**config.mk**
```make
export PLATFORM = sky130hd
export DESIGN_NAME = linear_resampler_to_48k_top
export DESIGN_NICKNAME = d
export VERILOG_FILES = /design/src/rtl/core/lrs_pkg.sv /design/src/rtl/core/lrs_front.sv /design/src/rtl/core/lrs_queue.sv /design/src/rtl/core/lrs_back.sv /design/src/rtl/core/linear_resampler_to_48k_top.sv
export SDC_FILE = /design/constraint.sdc
export NUM_CORES = 2
export LEC_CHECK = 0
export BUFFER_PORTS_ARGS = -buffer_cell sky130_fd_sc_hd__buf_2
export CAP_MARGIN = 15
export CELL_PAD_IN_SITES_DETAIL_PLACEMENT = 1
export CELL_PAD_IN_SITES_GLOBAL_PLACEMENT = 1
export CORE_UTILIZATION = 44
export CTS_CLUSTER_SIZE = 30
export DETAILED_ROUTE_END_ITERATION = 8
export HOLD_SLACK_MARGIN = 0.05
export PLACE_DENSITY = 0.73
export SYNTH_ARGS = -nofsm -noshare
export SYNTH_HDL_FRONTEND = slang
export SYNTH_SLANG_ARGS = --single-unit
export TNS_END_PERCENT = 10
```
**constraint.sdc**
```tcl
create_clock -name clk -period 16.21 [get_ports clk]
set_input_delay 0.8105 -clock clk [delete_from_list [all_inputs] [get_ports clk]]
set_output_delay 0.8105 -clock clk [all_outputs]
set_load 0.02 [all_outputs]
```
**src/rtl/core/lrs_pkg.sv**
```systemverilog
`default_nettype none
// ----------------------------------------------------------------------------
// lrs_pkg
// Types and constants shared by the front end, the work queue and the
// interpolation back end of the 48 kHz resampler.
// ----------------------------------------------------------------------------
package lrs_pkg;

  // Output rate, lowest stepping rate and per-input result cap
  localparam logic [16:0] OUT_RATE = 17'd48000;
  localparam logic [15:0] MIN_RATE = 16'd8000;
  localparam logic [2:0]  MAX_OUT  = 3'd6;

  // fraction = (phase*32768 + 24000) / 48000 = (phase*2048 + 1500) / 3000
  // Division by 3000 is a multiply by ceil(2^39/3000) and a shift by 39,
  // exact for numerators below 2^27.
  localparam logic [26:0] FRAC_BIAS = 27'd1500;
  localparam logic [27:0] RECIP_M   = 28'd183251938;
  localparam int          RECIP_SH  = 39;

  // Kind of work handed from front to back
  typedef enum logic [1:0] {
    K_PASS,
    K_FIRST,
    K_INTERP
  } kind_t;

  // One unit of work: base frame (or previous frame) plus channel deltas
  typedef struct packed {
    kind_t              kind;
    logic signed [15:0] base_l;
    logic signed [15:0] base_r;
    logic signed [16:0] dlt_l;
    logic signed [16:0] dlt_r;
  } desc_t;

  // Back end sequencer
  typedef enum logic [2:0] {
    BK_IDLE,
    BK_FRAC,
    BK_MUL,
    BK_RND,
    BK_OUT
  } bk_state_t;

  // Round half away from zero, then divide by 32768 truncating toward zero
  function automatic logic signed [18:0] rnd_q15(input logic signed [33:0] p);
    logic signed [34:0] b;
    logic signed [34:0] t;
    b = p[33] ? ($signed({p[33], p}) - 35'sd16384) : ($signed({p[33], p}) + 35'sd16384);
    t = b[34] ? (b + 35'sd32767) : b;
    return t[33:15];
  endfunction

endpackage
`default_nettype wire

```
**src/rtl/core/lrs_front.sv**
```systemverilog
`default_nettype none
// ----------------------------------------------------------------------------
// lrs_front
// Accepts source words, classifies them (passthrough, first frame, or
// interpolation), tracks the previous frame and queues the work descriptor.
// ----------------------------------------------------------------------------
module lrs_front import lrs_pkg::*; (
  input  wire logic               clk,
  input  wire logic               rst_n,
  input  wire logic               cfg_clear,
  input  wire logic               pass_mode,
  input  wire logic               in_valid,
  output      logic               in_ready,
  input  wire logic signed [15:0] in_left_in,
  input  wire logic signed [15:0] in_right_in,
  output      logic               push_valid,
  input  wire logic               push_ready,
  output      desc_t              push_desc
);

  logic               have_prev_r;
  logic               have_prev_nxt;
  logic signed [15:0] prev_l_r;
  logic signed [15:0] prev_l_nxt;
  logic signed [15:0] prev_r_r;
  logic signed [15:0] prev_r_nxt;
  logic               accept;

  assign in_ready   = push_ready;
  assign push_valid = in_valid;
  assign accept     = in_valid & push_ready;

  // Classify the incoming word
  always_comb begin
    push_desc.kind   = K_PASS;
    push_desc.base_l = in_left_in;
    push_desc.base_r = in_right_in;
    push_desc.dlt_l  = '0;
    push_desc.dlt_r  = '0;
    have_prev_nxt    = have_prev_r;
    prev_l_nxt       = prev_l_r;
    prev_r_nxt       = prev_r_r;
    if (pass_mode) begin
      push_desc.kind = K_PASS;
    end else if (!have_prev_r) begin
      push_desc.kind = K_FIRST;
      have_prev_nxt  = 1'b1;
      prev_l_nxt     = in_left_in;
      prev_r_nxt     = in_right_in;
    end else begin
      push_desc.kind   = K_INTERP;
      push_desc.base_l = prev_l_r;
      push_desc.base_r = prev_r_r;
      push_desc.dlt_l  = $signed({in_left_in[15], in_left_in}) -
                         $signed({prev_l_r[15], prev_l_r});
      push_desc.dlt_r  = $signed({in_right_in[15], in_right_in}) -
                         $signed({prev_r_r[15], prev_r_r});
      prev_l_nxt       = in_left_in;
      prev_r_nxt       = in_right_in;
    end
  end

  // Previous frame state; config write restarts the stream
  always_ff @(posedge clk) begin
    if (!rst_n || cfg_clear) begin
      have_prev_r <= 1'b0;
      prev_l_r    <= '0;
      prev_r_r    <= '0;
    end else if (accept) begin
      have_prev_r <= have_prev_nxt;
      prev_l_r    <= prev_l_nxt;
      prev_r_r    <= prev_r_nxt;
    end
  end

endmodule
`default_nettype wire

```
**src/rtl/core/lrs_queue.sv**
```systemverilog
`default_nettype none
// ----------------------------------------------------------------------------
// lrs_queue
// Small FIFO of work descriptors between front end and back end.
// ----------------------------------------------------------------------------
module lrs_queue import lrs_pkg::*; #(
  parameter int DEPTH = 2
) (
  input  wire logic  clk,
  input  wire logic  rst_n,
  input  wire logic  push_valid,
  output      logic  push_ready,
  input  wire desc_t push_desc,
  output      logic  pop_valid,
  input  wire logic  pop_ready,
  output      desc_t pop_desc
);

  localparam int PTR_W = (DEPTH > 1) ? $clog2(DEPTH) : 1;
  localparam int CNT_W = $clog2(DEPTH + 1);
  localparam logic [PTR_W-1:0] LAST_PTR = PTR_W'(DEPTH - 1);
  localparam logic [CNT_W-1:0] FULL_CNT = CNT_W'(DEPTH);

  desc_t            slot_r [DEPTH];
  logic [PTR_W-1:0] wr_ptr_r;
  logic [PTR_W-1:0] wr_ptr_nxt;
  logic [PTR_W-1:0] rd_ptr_r;
  logic [PTR_W-1:0] rd_ptr_nxt;
  logic [CNT_W-1:0] cnt_r;
  logic [CNT_W-1:0] cnt_nxt;
  logic             do_push;
  logic             do_pop;

  assign push_ready = (cnt_r != FULL_CNT);
  assign pop_valid  = (cnt_r != '0);
  assign pop_desc   = slot_r[rd_ptr_r];
  assign do_push    = push_valid & push_ready;
  assign do_pop     = pop_valid & pop_ready;

  // Pointer and fill count update
  always_comb begin
    wr_ptr_nxt = wr_ptr_r;
    rd_ptr_nxt = rd_ptr_r;
    cnt_nxt    = cnt_r;
    if (do_push) begin
      wr_ptr_nxt = (wr_ptr_r == LAST_PTR) ? '0 : wr_ptr_r + 1'b1;
    end
    if (do_pop) begin
      rd_ptr_nxt = (rd_ptr_r == LAST_PTR) ? '0 : rd_ptr_r + 1'b1;
    end
    if (do_push && !do_pop) begin
      cnt_nxt = cnt_r + 1'b1;
    end else if (do_pop && !do_push) begin
      cnt_nxt = cnt_r - 1'b1;
    end
  end

  always_ff @(posedge clk) begin
    if (!rst_n) begin
      wr_ptr_r <= '0;
      rd_ptr_r <= '0;
      cnt_r    <= '0;
    end else begin
      wr_ptr_r <= wr_ptr_nxt;
      rd_ptr_r <= rd_ptr_nxt;
      cnt_r    <= cnt_nxt;
    end
  end

  // Storage, no reset needed
  always_ff @(posedge clk) begin
    if (do_push) begin
      slot_r[wr_ptr_r] <= push_desc;
    end
  end

endmodule
`default_nettype wire

```
**src/rtl/core/lrs_back.sv**
```systemverilog
`default_nettype none
// ----------------------------------------------------------------------------
// lrs_back
// Takes work descriptors and produces the 48 kHz output words: passthrough
// and first frames go out directly, interpolation walks the phase
// accumulator one output instant at a time through the fraction and product multiplies.
// ----------------------------------------------------------------------------
module lrs_back import lrs_pkg::*; (
  input  wire logic               clk,
  input  wire logic               rst_n,
  input  wire logic               cfg_clear,
  input  wire logic [15:0]        rate_eff,
  input  wire logic               pop_valid,
  output      logic               pop_ready,
  input  wire desc_t              pop_desc,
  output      logic               out_valid,
  input  wire logic               out_ready,
  output      logic signed [15:0] out_left_out,
  output      logic signed [15:0] out_right_out,
  output      logic               out_last_of_run
);

  bk_state_t          state_r;
  bk_state_t          state_nxt;
  kind_t              kind_r;
  logic signed [15:0] base_l_r;
  logic signed [15:0] base_r_r;
  logic signed [16:0] dlt_l_r;
  logic signed [16:0] dlt_r_r;
  logic [15:0]        phase_r;
  logic [16:0]        sum_r;
  logic [2:0]         cnt_r;
  logic [54:0]        mul_r;
  logic signed [33:0] prod_l_r;
  logic signed [33:0] prod_r_r;
  logic signed [15:0] out_l_r;
  logic signed [15:0] out_r_r;
  logic               last_r;

  logic [26:0]        num;
  logic signed [16:0] frac_s;
  logic [16:0]        sum_c;
  logic signed [18:0] q_l;
  logic signed [18:0] q_r;
  logic signed [18:0] y_l;
  logic signed [18:0] y_r;
  logic               phase_in_win;

  // Datapath helpers
  assign phase_in_win = ({1'b0, phase_r} <= OUT_RATE);
  assign num          = {phase_r, 11'b0} + FRAC_BIAS;
  assign frac_s       = {1'b0, mul_r[RECIP_SH+15:RECIP_SH]};
  assign sum_c        = {1'b0, phase_r} + {1'b0, rate_eff};
  assign q_l          = rnd_q15(prod_l_r);
  assign q_r          = rnd_q15(prod_r_r);
  assign y_l          = $signed({{3{base_l_r[15]}}, base_l_r}) + q_l;
  assign y_r          = $signed({{3{base_r_r[15]}}, base_r_r}) + q_r;

  // Next state
  always_comb begin
    state_nxt = state_r;
    case (state_r)
      BK_IDLE: begin
        if (pop_valid) begin
          if (pop_desc.kind == K_INTERP) begin
            state_nxt = phase_in_win ? BK_FRAC : BK_IDLE;
          end else begin
            state_nxt = BK_OUT;
          end
        end
      end
      BK_FRAC: state_nxt = BK_MUL;
      BK_MUL:  state_nxt = BK_RND;
      BK_RND:  state_nxt = BK_OUT;
      BK_OUT: begin
        if (out_ready) begin
          state_nxt = last_r ? BK_IDLE : BK_FRAC;
        end
      end
      default: state_nxt = BK_IDLE;
    endcase
  end

  // Outputs
  always_comb begin
    pop_ready       = (state_r == BK_IDLE);
    out_valid       = (state_r == BK_OUT);
    out_left_out    = out_l_r;
    out_right_out   = out_r_r;
    out_last_of_run = last_r;
  end

  always_ff @(posedge clk) begin
    if (!rst_n || cfg_clear) begin
      state_r <= BK_IDLE;
    end else begin
      state_r <= state_nxt;
    end
  end

  // Phase accumulator and run counter
  always_ff @(posedge clk) begin
    if (!rst_n || cfg_clear) begin
      phase_r <= '0;
      cnt_r   <= '0;
    end else begin
      case (state_r)
        BK_IDLE: begin
          if (pop_valid) begin
            cnt_r <= '0;
            if (pop_desc.kind == K_FIRST) begin
              phase_r <= rate_eff;
            end else if (pop_desc.kind == K_INTERP && !phase_in_win) begin
              phase_r <= phase_r - OUT_RATE[15:0];
            end
          end
        end
        BK_OUT: begin
          if (out_ready) begin
            if (!last_r) begin
              phase_r <= sum_r[15:0];
              cnt_r   <= cnt_r + 1'b1;
            end else if (kind_r == K_INTERP) begin
              phase_r <= (sum_r > OUT_RATE) ? 16'(sum_r - OUT_RATE) : sum_r[15:0];
            end
          end
        end
        default: ;
      endcase
    end
  end

  // Payload registers
  always_ff @(posedge clk) begin
    case (state_r)
      BK_IDLE: begin
        if (pop_valid) begin
          kind_r   <= pop_desc.kind;
          base_l_r <= pop_desc.base_l;
          base_r_r <= pop_desc.base_r;
          dlt_l_r  <= pop_desc.dlt_l;
          dlt_r_r  <= pop_desc.dlt_r;
          out_l_r  <= pop_desc.base_l;
          out_r_r  <= pop_desc.base_r;
          last_r   <= 1'b1;
        end
      end
      BK_FRAC: mul_r <= num * RECIP_M;
      BK_MUL: begin
        prod_l_r <= dlt_l_r * frac_s;
        prod_r_r <= dlt_r_r * frac_s;
      end
      BK_RND: begin
        out_l_r <= y_l[15:0];
        out_r_r <= y_r[15:0];
        sum_r   <= sum_c;
        last_r  <= (sum_c > OUT_RATE) || (cnt_r == MAX_OUT - 3'd1);
      end
      default: ;
    endcase
  end

endmodule
`default_nettype wire

```
**src/rtl/core/linear_resampler_to_48k_top.sv**
```systemverilog
`default_nettype none
// ----------------------------------------------------------------------------
// linear_resampler_to_48k_top
// Stereo 16-bit linear-interpolation sample rate converter to 48 kHz.
// ----------------------------------------------------------------------------
// Source words enter on the in_ channel and 48 kHz words leave on the out_
// channel; out_last_of_run marks the final word caused by one source word.
// cfg_source_rate sets the source rate in Hz (reset 48000, which passes words
// through); any write restarts the stream, and writes belong only to idle
// periods. Rates below 8000 step as 8000. A passthrough or first word is
// taken while the back end is idle and offered on out_ in the following
// cycle. Each interpolated word passes in turn through fraction, product,
// rounding and output handshake, the last step waiting while out_ready is
// low, and the back end takes no new source word until a run's last word
// has gone; at 8 kHz a source word makes six words. A source word that makes
// no word while downsampling is consumed without the back end leaving idle.
// The front end and queue take up to QUEUE_DEPTH further source words while
// the back end works.
// ----------------------------------------------------------------------------
module linear_resampler_to_48k_top import lrs_pkg::*; #(
  parameter int QUEUE_DEPTH = 2
) (
  input  wire logic               clk,
  input  wire logic               rst_n,
  input  wire logic               in_valid,
  output      logic               in_ready,
  input  wire logic signed [15:0] in_left_in,
  input  wire logic signed [15:0] in_right_in,
  output      logic               out_valid,
  input  wire logic               out_ready,
  output      logic signed [15:0] out_left_out,
  output      logic signed [15:0] out_right_out,
  output      logic               out_last_of_run,
  input  wire logic               cfg_valid,
  output      logic               cfg_ready,
  input  wire logic [15:0]        cfg_source_rate
);

  logic [15:0] source_rate_r;
  logic [15:0] rate_eff;
  logic        pass_mode;
  logic        cfg_clear;
  logic        push_valid;
  logic        push_ready;
  desc_t       push_desc;
  logic        pop_valid;
  logic        pop_ready;
  desc_t       pop_desc;

  // Configuration register
  assign cfg_ready = 1'b1;
  assign cfg_clear = cfg_valid & cfg_ready;

  always_ff @(posedge clk) begin
    if (!rst_n) begin
      source_rate_r <= OUT_RATE[15:0];
    end else if (cfg_clear) begin
      source_rate_r <= cfg_source_rate;
    end
  end

  assign pass_mode = (source_rate_r == OUT_RATE[15:0]);
  assign rate_eff  = (source_rate_r < MIN_RATE) ? MIN_RATE : source_rate_r;

  lrs_front u_front (
    .clk        (clk),
    .rst_n      (rst_n),
    .cfg_clear  (cfg_clear),
    .pass_mode  (pass_mode),
    .in_valid   (in_valid),
    .in_ready   (in_ready),
    .in_left_in (in_left_in),
    .in_right_in(in_right_in),
    .push_valid (push_valid),
    .push_ready (push_ready),
    .push_desc  (push_desc)
  );

  lrs_queue #(
    .DEPTH(QUEUE_DEPTH)
  ) u_queue (
    .clk       (clk),
    .rst_n     (rst_n),
    .push_valid(push_valid),
    .push_ready(push_ready),
    .push_desc (push_desc),
    .pop_valid (pop_valid),
    .pop_ready (pop_ready),
    .pop_desc  (pop_desc)
  );

  lrs_back u_back (
    .clk            (clk),
    .rst_n          (rst_n),
    .cfg_clear      (cfg_clear),
    .rate_eff       (rate_eff),
    .pop_valid      (pop_valid),
    .pop_ready      (pop_ready),
    .pop_desc       (pop_desc),
    .out_valid      (out_valid),
    .out_ready      (out_ready),
    .out_left_out   (out_left_out),
    .out_right_out  (out_right_out),
    .out_last_of_run(out_last_of_run)
  );

endmodule
`default_nettype wire

```
## Word-level counts from Yosys, hierarchy flattened

Memory sizes are Yosys's and may differ from the RTL's. A register that Yosys moved wholly into a read port is not among the register bits.
Cells that the tools add are included.

| word-level totals | value |
|---|---|
| memory bits (writable) | 136 |
| logic and storage cells | 128 |
| output and inout bits | 36 |
| flip-flop bits (word level) | 315 |
| memories | 1 |
| input bits | 53 |
| ROM bits | 0 |
| bits in latches | 0 |

Memory list:

| name | depth | bits a word | rd ports | clocked after memory_dff | write ports | RTL line | text |
|---|---|---|---|---|---|---|---|
| u_queue.slot_r | 2 | 68 | 1 | 1 | 1 | lrs_queue.sv:24 | `desc_t slot_r [DEPTH];` |

| operators by class | value |
|---|---|
| muxes and demuxes | 41 |
| magnitude comparators | 4 |
| bitwise gates (word level) | 3 |
| shift operators | 0 |
| equality and inequality tests | 15 |
| div/mod/pow operators | 0 |
| multiply operators | 3 |
| $add $sub $neg | 19 |
| reductions and logical operators | 20 |

Operator list:

| kind | number |
|---|---|
| 16-bit 2-to-1 mux | 10 |
| 66-bit 2-to-1 mux | 2 |
| 16-bit case mux with 2 select lines | 3 |
| 34-bit by 16-bit adder with 35-bit output, second input constant | 2 |
| 35-bit 2-to-1 mux | 2 |
| 34-bit by 16-bit subtractor with 35-bit output, second input constant | 2 |
| 17-bit by 17-bit multiplier with 34-bit output | 2 |
| 31-bit by 16-bit adder with 31-bit output, second input constant | 2 |
| 31-bit 2-to-1 mux | 2 |
| 27-bit by 27-bit multiplier with 54-bit output, second input constant | 1 |
| 17-bit by 16-bit greater-than comparator with 1-bit output, second input constant | 2 |
| 16-bit by 16-bit subtractor with 17-bit output | 2 |
| 16-bit adder | 2 |
| 16-bit subtractor, second input constant | 2 |
| 27-bit by 11-bit adder with 27-bit output, second input constant | 1 |
| 3-bit 2-to-1 mux | 6 |
| 16-bit by 16-bit adder with 17-bit output | 1 |
| 16-bit == test, second input constant | 1 |
| 16-bit <= comparator, second input constant | 1 |
| 16-bit by 13-bit < comparator with 1-bit output, second input constant | 1 |
| 3-bit case mux with 5 select lines | 1 |
| 1-bit 2-to-1 mux | 9 |
| 2-bit 2-to-1 mux | 4 |
| 2-bit AND reduction | 4 |
| 24 further kinds | 40 |

## Depth between registers and ports, before layout

| depth | value |
|---|---|
| depth after elaboration | 7 |
| gate-level depth with buffers | 25 |
| mapped depth without buffers | 24 |

## Hierarchy

From an unflattened synthesis, not the netlist that was laid out.

| second synthesis, totals | value |
|---|---|
| cells, all modules | 5219 |
| area total of the unflattened synthesis | 51375.5 µm² |

By module, submodules not included:

| module | cells an instance | area each (µm²) | instances | sequential area each (µm²) |
|---|---|---|---|---|
| lrs_back | 4369 | 41845.1 | 1 | 6386.1 |
| lrs_queue | 236 | 5226.3 | 1 | 4184.0 |
| lrs_front | 525 | 3439.5 | 1 | 660.6 |
| linear_resampler_to_48k_top | 89 | 864.6 | 1 | 320.3 |

## Least setup slack after synthesis

Ideal clock, no wire load.

| timing path | value |
|---|---|
| path type | register -> register |
| start | reg u_back.phase_r[13] |
| end | reg u_back.mul_r[53], data pin |
| setup slack | 9741 ps |
| required time | 15952 ps |
| clock period less this slack | 6469 ps |
| arrival time | 6212 ps |
| stages on the path, launching flop included | 25 |
| path buffers | 0 |
| library setup time | 258 ps |
| cell sequence | dfxtp_1 > inv_1 > fa_1 > fa_1 > inv_1 > ha_1 > inv_1 > fa_1 > inv_1 > fa_1 > fa_1 > inv_1 > fa_1 > inv_1 > ha_1 > and4_1 > nor3_1 > o211ai_1 > a311oi_1 > a2bb2oi_1 > a31oi_1 > o21ai_0 > a221o_1 > a21oi_1 > xnor2_1 |

| between the ends | value |
|---|---|
| longest elaborated chain between the ends | 2 |

Ends and longest elaborated chain:

| what | RTL line | text |
|---|---|---|
| start: declaration | lrs_back.sv:30 | `logic [15:0] phase_r;` |
| start signal: assignment | lrs_back.sv:112 | `phase_r <= rate_eff;` |
| start signal: assignment | lrs_back.sv:114 | `phase_r <= phase_r - OUT_RATE[15:0];` |
| start signal: assignment | lrs_back.sv:121 | `phase_r <= sum_r[15:0];` |
| 27-bit by 11-bit adder with 27-bit output | lrs_back.sv:51 | `assign num = {phase_r, 11'b0} + FRAC_BIAS;` |
| 27-bit by 27-bit multiplier with 54-bit output | lrs_back.sv:148 | `BK_FRAC: mul_r <= num * RECIP_M;` |
| end signal: assignment | lrs_back.sv:148 |  |
| end: declaration | lrs_back.sv:33 | `logic [54:0] mul_r;` |

Every way passes these cells.
A chain may end at the register's enable or synchronous reset.

## Worst setup path after layout

| timing path | value |
|---|---|
| start | reg u_back.phase_r[14] |
| end | reg u_back.mul_r[53], data pin |

The elaborated chain is that of the path after synthesis.

==> impl_metrics.yaml <==
routing:
  vias: 35600
  final_antenna_net_count: 0
  totalWireLength_mm: 137
  drt_first_iter_violations: 1747
  post_drt_via_cell_ratio: 5.26
  drc_errors: 0
  detailedRoute.firstPassIterationCount: 5
  wl_per_cell_um: 20.3
worst_setup_path:
  critical_path_rt_ns: 16.60
  cpLargestDelayFamily: "adder cells"
  cp_data_arrival_time_ns: 7.92
  max_fo_critical_path: 13
  cp_common_cell: "sky130_fd_sc_hd__inv_1"
  cp.depth: 24
  worst-path-buf-inv: 7
  startpoint_type: "flip-flop"
  end_kind: "flip-flop"
  worst-r2r-cell-count: 24
  critical_path.slowest_cell: "sky130_fd_sc_hd__dfxtp_1"
  worst_path_largest_cell_delay_ns: 0.75
  path_cells: "inv_1, fa_1, fa_1, inv_1, ha_1, inv_1, fa_1, inv_1, fa_1, fa_1, inv_1, fa_1, inv_1, ha_1, nand4_1, nor3_1, inv_1, o32a_1, a2bb2oi_1, a31oi_1, o21ai_0, a221o_1, a21oi_1, xnor2_1"
  timing_worst_setup_path_type: "reg2reg"
synthesis:
  synth.net_count: 6489
  yosysWarningCount: 0
  synth_top_family_by_area: "adder cells"
  syn-cell-area_sq_um: 50700
  synth-async-reset-ratio: 0
  synth_area_leader_cell: "sky130_fd_sc_hd__fa_1"
  post_synth_inst_count: 5179
  synth.avg_cell_area_sq_um: 9.78
  synth.mux.area_fraction: 0.0207
  xor_and_xnor_fraction_of_the_mapped_netlist_area: 0.0391
  ys_top_cells_by_area: "sky130_fd_sc_hd__fa_1 30%, sky130_fd_sc_hd__edfxtp_1 20%, sky130_fd_sc_hd__ha_1 13%"
  synth-adder-area-share: 0.421
  synth_top_area_frac: 0.295
  simple_gate_portion_of_the_synthesized_area: 0.117
  compound_gate_fraction_of_synth_area: 0.0748
  synthFlopType: "sky130_fd_sc_hd__edfxtp_1"
  number_of_enable_flip_flop_cells_after_synthesis: 334
  seq_total_area_yosys: 0.228
  yosys_register_bits: 410
  post_synth_num_cell_types: 85
die:
  ios: 89
  core.rowCount: 124
  die_footprint_sq_um: 117000
  width_of_the_die_um: 341
  floorplan.initialDensity: 0.444
  die_h_um: 341
  fp.coreArea_sq_um: 114000
min_path:
  worst_hold_class: "in2reg"
  hold_depth: 3
sta:
  total_count_of_hold_check_failures_in_the_final_report: 0
  totalNegativeSetupSlack_ns: 0
  holdWs_ns: 0.391
  slew_violations: 0
  max_clock_freq_ghz: 0.133
  grt_setup_unrepaired: "false"
  period_share: 0.464
  clock-skew-final_ns: 0.0510
  pin_slew_with_the_least_headroom_to_its_limit_ns: 1.08
  setup-violations-final: 0
  timing.slew.headroom: 0.277
  fin_ws_ns: 8.69
  final_period_minus_worst_setup_slack_ns: 7.52
cells_and_area:
  finalNetCount: 6517
  finish.instance_area_sq_um: 54500
  area.growth.synth_to_final_pct: 7.51
  drive_above_1_share: 0.0583
status:
  outcome: "complete, no violations"
global_route:
  initial_antenna_violation_count: 5
  sum_of_overflow_across_all_layers_after_global_routing: 0
  largest_net_degree_at_the_start_of_global_routing: 94
  grt_pass1_wl_mm: 219
  via_count_of_the_first_global_routing_pass: 39700
  global_route.usage.total: 0.242
clocking:
  ctsRootBufferMaster: "sky130_fd_sc_hd__clkbuf_16"
  cts_post_setup_buffers_inserted: 0
  number_of_h_tree_levels: 2
  post_cts_hold_buffer_count: 0
  clock_sinks: 410
  clkLatencyLatePin_ns: 0.65
  clock_transition_at_the_registers_of_the_reported_paths_ns: 0.06
  post_cts_resize_count: 0
  clock_path_buffers: 3
  cts_buffers: 49
  tritoncts: "built"
job:
  max_cap_violations: 0
place:
  detailed_place.area_sq_um: 52800
  last_weighted_congestion_value_of_the_routability_driven_placer: 0.866
  port_buffers: 87
  place_hpwl_mm: 109
  dpl_worst_slack_ns: 8.77
[tightest hold or removal path, delay by kind of cell]
| family | cells | cell delay [ns] |
|---|---|---|
| muxes | 1 | 0.05 |
| buffers and inverters | 1 | 0.08 |
| and+or+nand+nor | 1 | 0.06 |
[per-layer routing]
layer,track usage,up-vias,wire [um],share of wire
li1,-,16400,-,-
met1,0.322,18400,61000,0.44
met2,0.416,609,67200,0.49
met3,0.0197,207,4440,0.032
met4,0.0791,2,4660,0.034
met5,0,-,9,0.000066
[layout make-up]
| cell class | instances | area [sq um] |
|---|---|---|
| inverters | 1183 | 4440 |
| multi-input cells | 3436 | 34100 |
| repair buffers | 127 | 736 |
| fillers | 13000 | 59700 |
| clock buffers | 68 | 1370 |
| flip-flops and latches | 410 | 11600 |
| clock inverters | 23 | 340 |
| diodes | 2 | 5.00 |
| well taps | 1512 | 1890 |
[path summary, 6_finish.rpt]
check | slack (ns) | start | endpoint
max | 8.69 | u_back.phase_r[14] | u_back.mul_r[53]
min | 0.39 | cfg_source_rate[11] | source_rate_r[11]
max reg2reg | 8.69 | u_back.phase_r[14] | u_back.mul_r[53]
min reg2reg | 0.46 | u_front.prev_r_r[1] | u_front.prev_r_r[1]
[cell usage after synthesis (all sizes together), types with 14 or more instances]
master	count
a211oi	37
a21o	67
a21oi	204
a31oi	22
and2	244
and3	22
buf	14
clkbuf	136
dfxtp	76
edfxtp	334
fa	747
ha	510
inv	1182
mux2	70
mux2i	26
nand2	541
nand2b	20
nand3	46
nand4	17
nor2	206
nor2b	40
nor3	58
nor4	14
o21a	19
o21ai	129
o21bai	25
or3	18
xnor2	151
xor2	72
[state kept, by name (all words and copies together) (netlist names), 17 cells and up, named ones only]
signal / cells
u_back.dlt_l_r: 17
u_back.prod_l_r: 32
u_back.sum_r: 17
u_back.dlt_r_r: 17
u_back.prod_r_r: 32
u_queue.slot_r: 136
[cells by family (layout without fill, tap and decap cells)]
logic type / after synthesis / after routing
adder cells (fa/ha/maj): 1257 / 1257
AO/OA/AOI/OAI: 599 / 599
flip-flops: 410 / 410
buffers and inverters: 1333 / 1401
AND/OR/NAND/NOR: 1259 / 1259
XOR/XNOR: 224 / 224
multiplexers: 96 / 96
other: 1 / 3
[stage by stage]
step	util	std cells
6_report	0.477	6761
5_1_grt	0.477	6759
4_1_cts	0.477	6759
3_5_place_dp	0.462	6668
3_3_place_gp	0.462	6668
2_1_floorplan	-	5179
[placed cells by master (no fill, tap or decap), types with 70 or more instances in the layout]
cell type                  synthesis  final
sky130_fd_sc_hd__nand2_1         541    539
sky130_fd_sc_hd__dfxtp_1          76     75
sky130_fd_sc_hd__xnor2_1         150    150
sky130_fd_sc_hd__edfxtp_1        334    334
sky130_fd_sc_hd__and2_1          244    244
sky130_fd_sc_hd__buf_2             1     87
sky130_fd_sc_hd__xor2_1           72     72
sky130_fd_sc_hd__inv_1          1182   1180
sky130_fd_sc_hd__mux2_2           70     70
sky130_fd_sc_hd__a21oi_1         203    203
sky130_fd_sc_hd__nor2_1          206    205
sky130_fd_sc_hd__ha_1            510    510
sky130_fd_sc_hd__o21ai_0         124    124
sky130_fd_sc_hd__fa_1            747    747
Power is left out: the tool's default activity adds up to more than one toggle a clock period on the data nets, which glitch-free logic cannot reach.
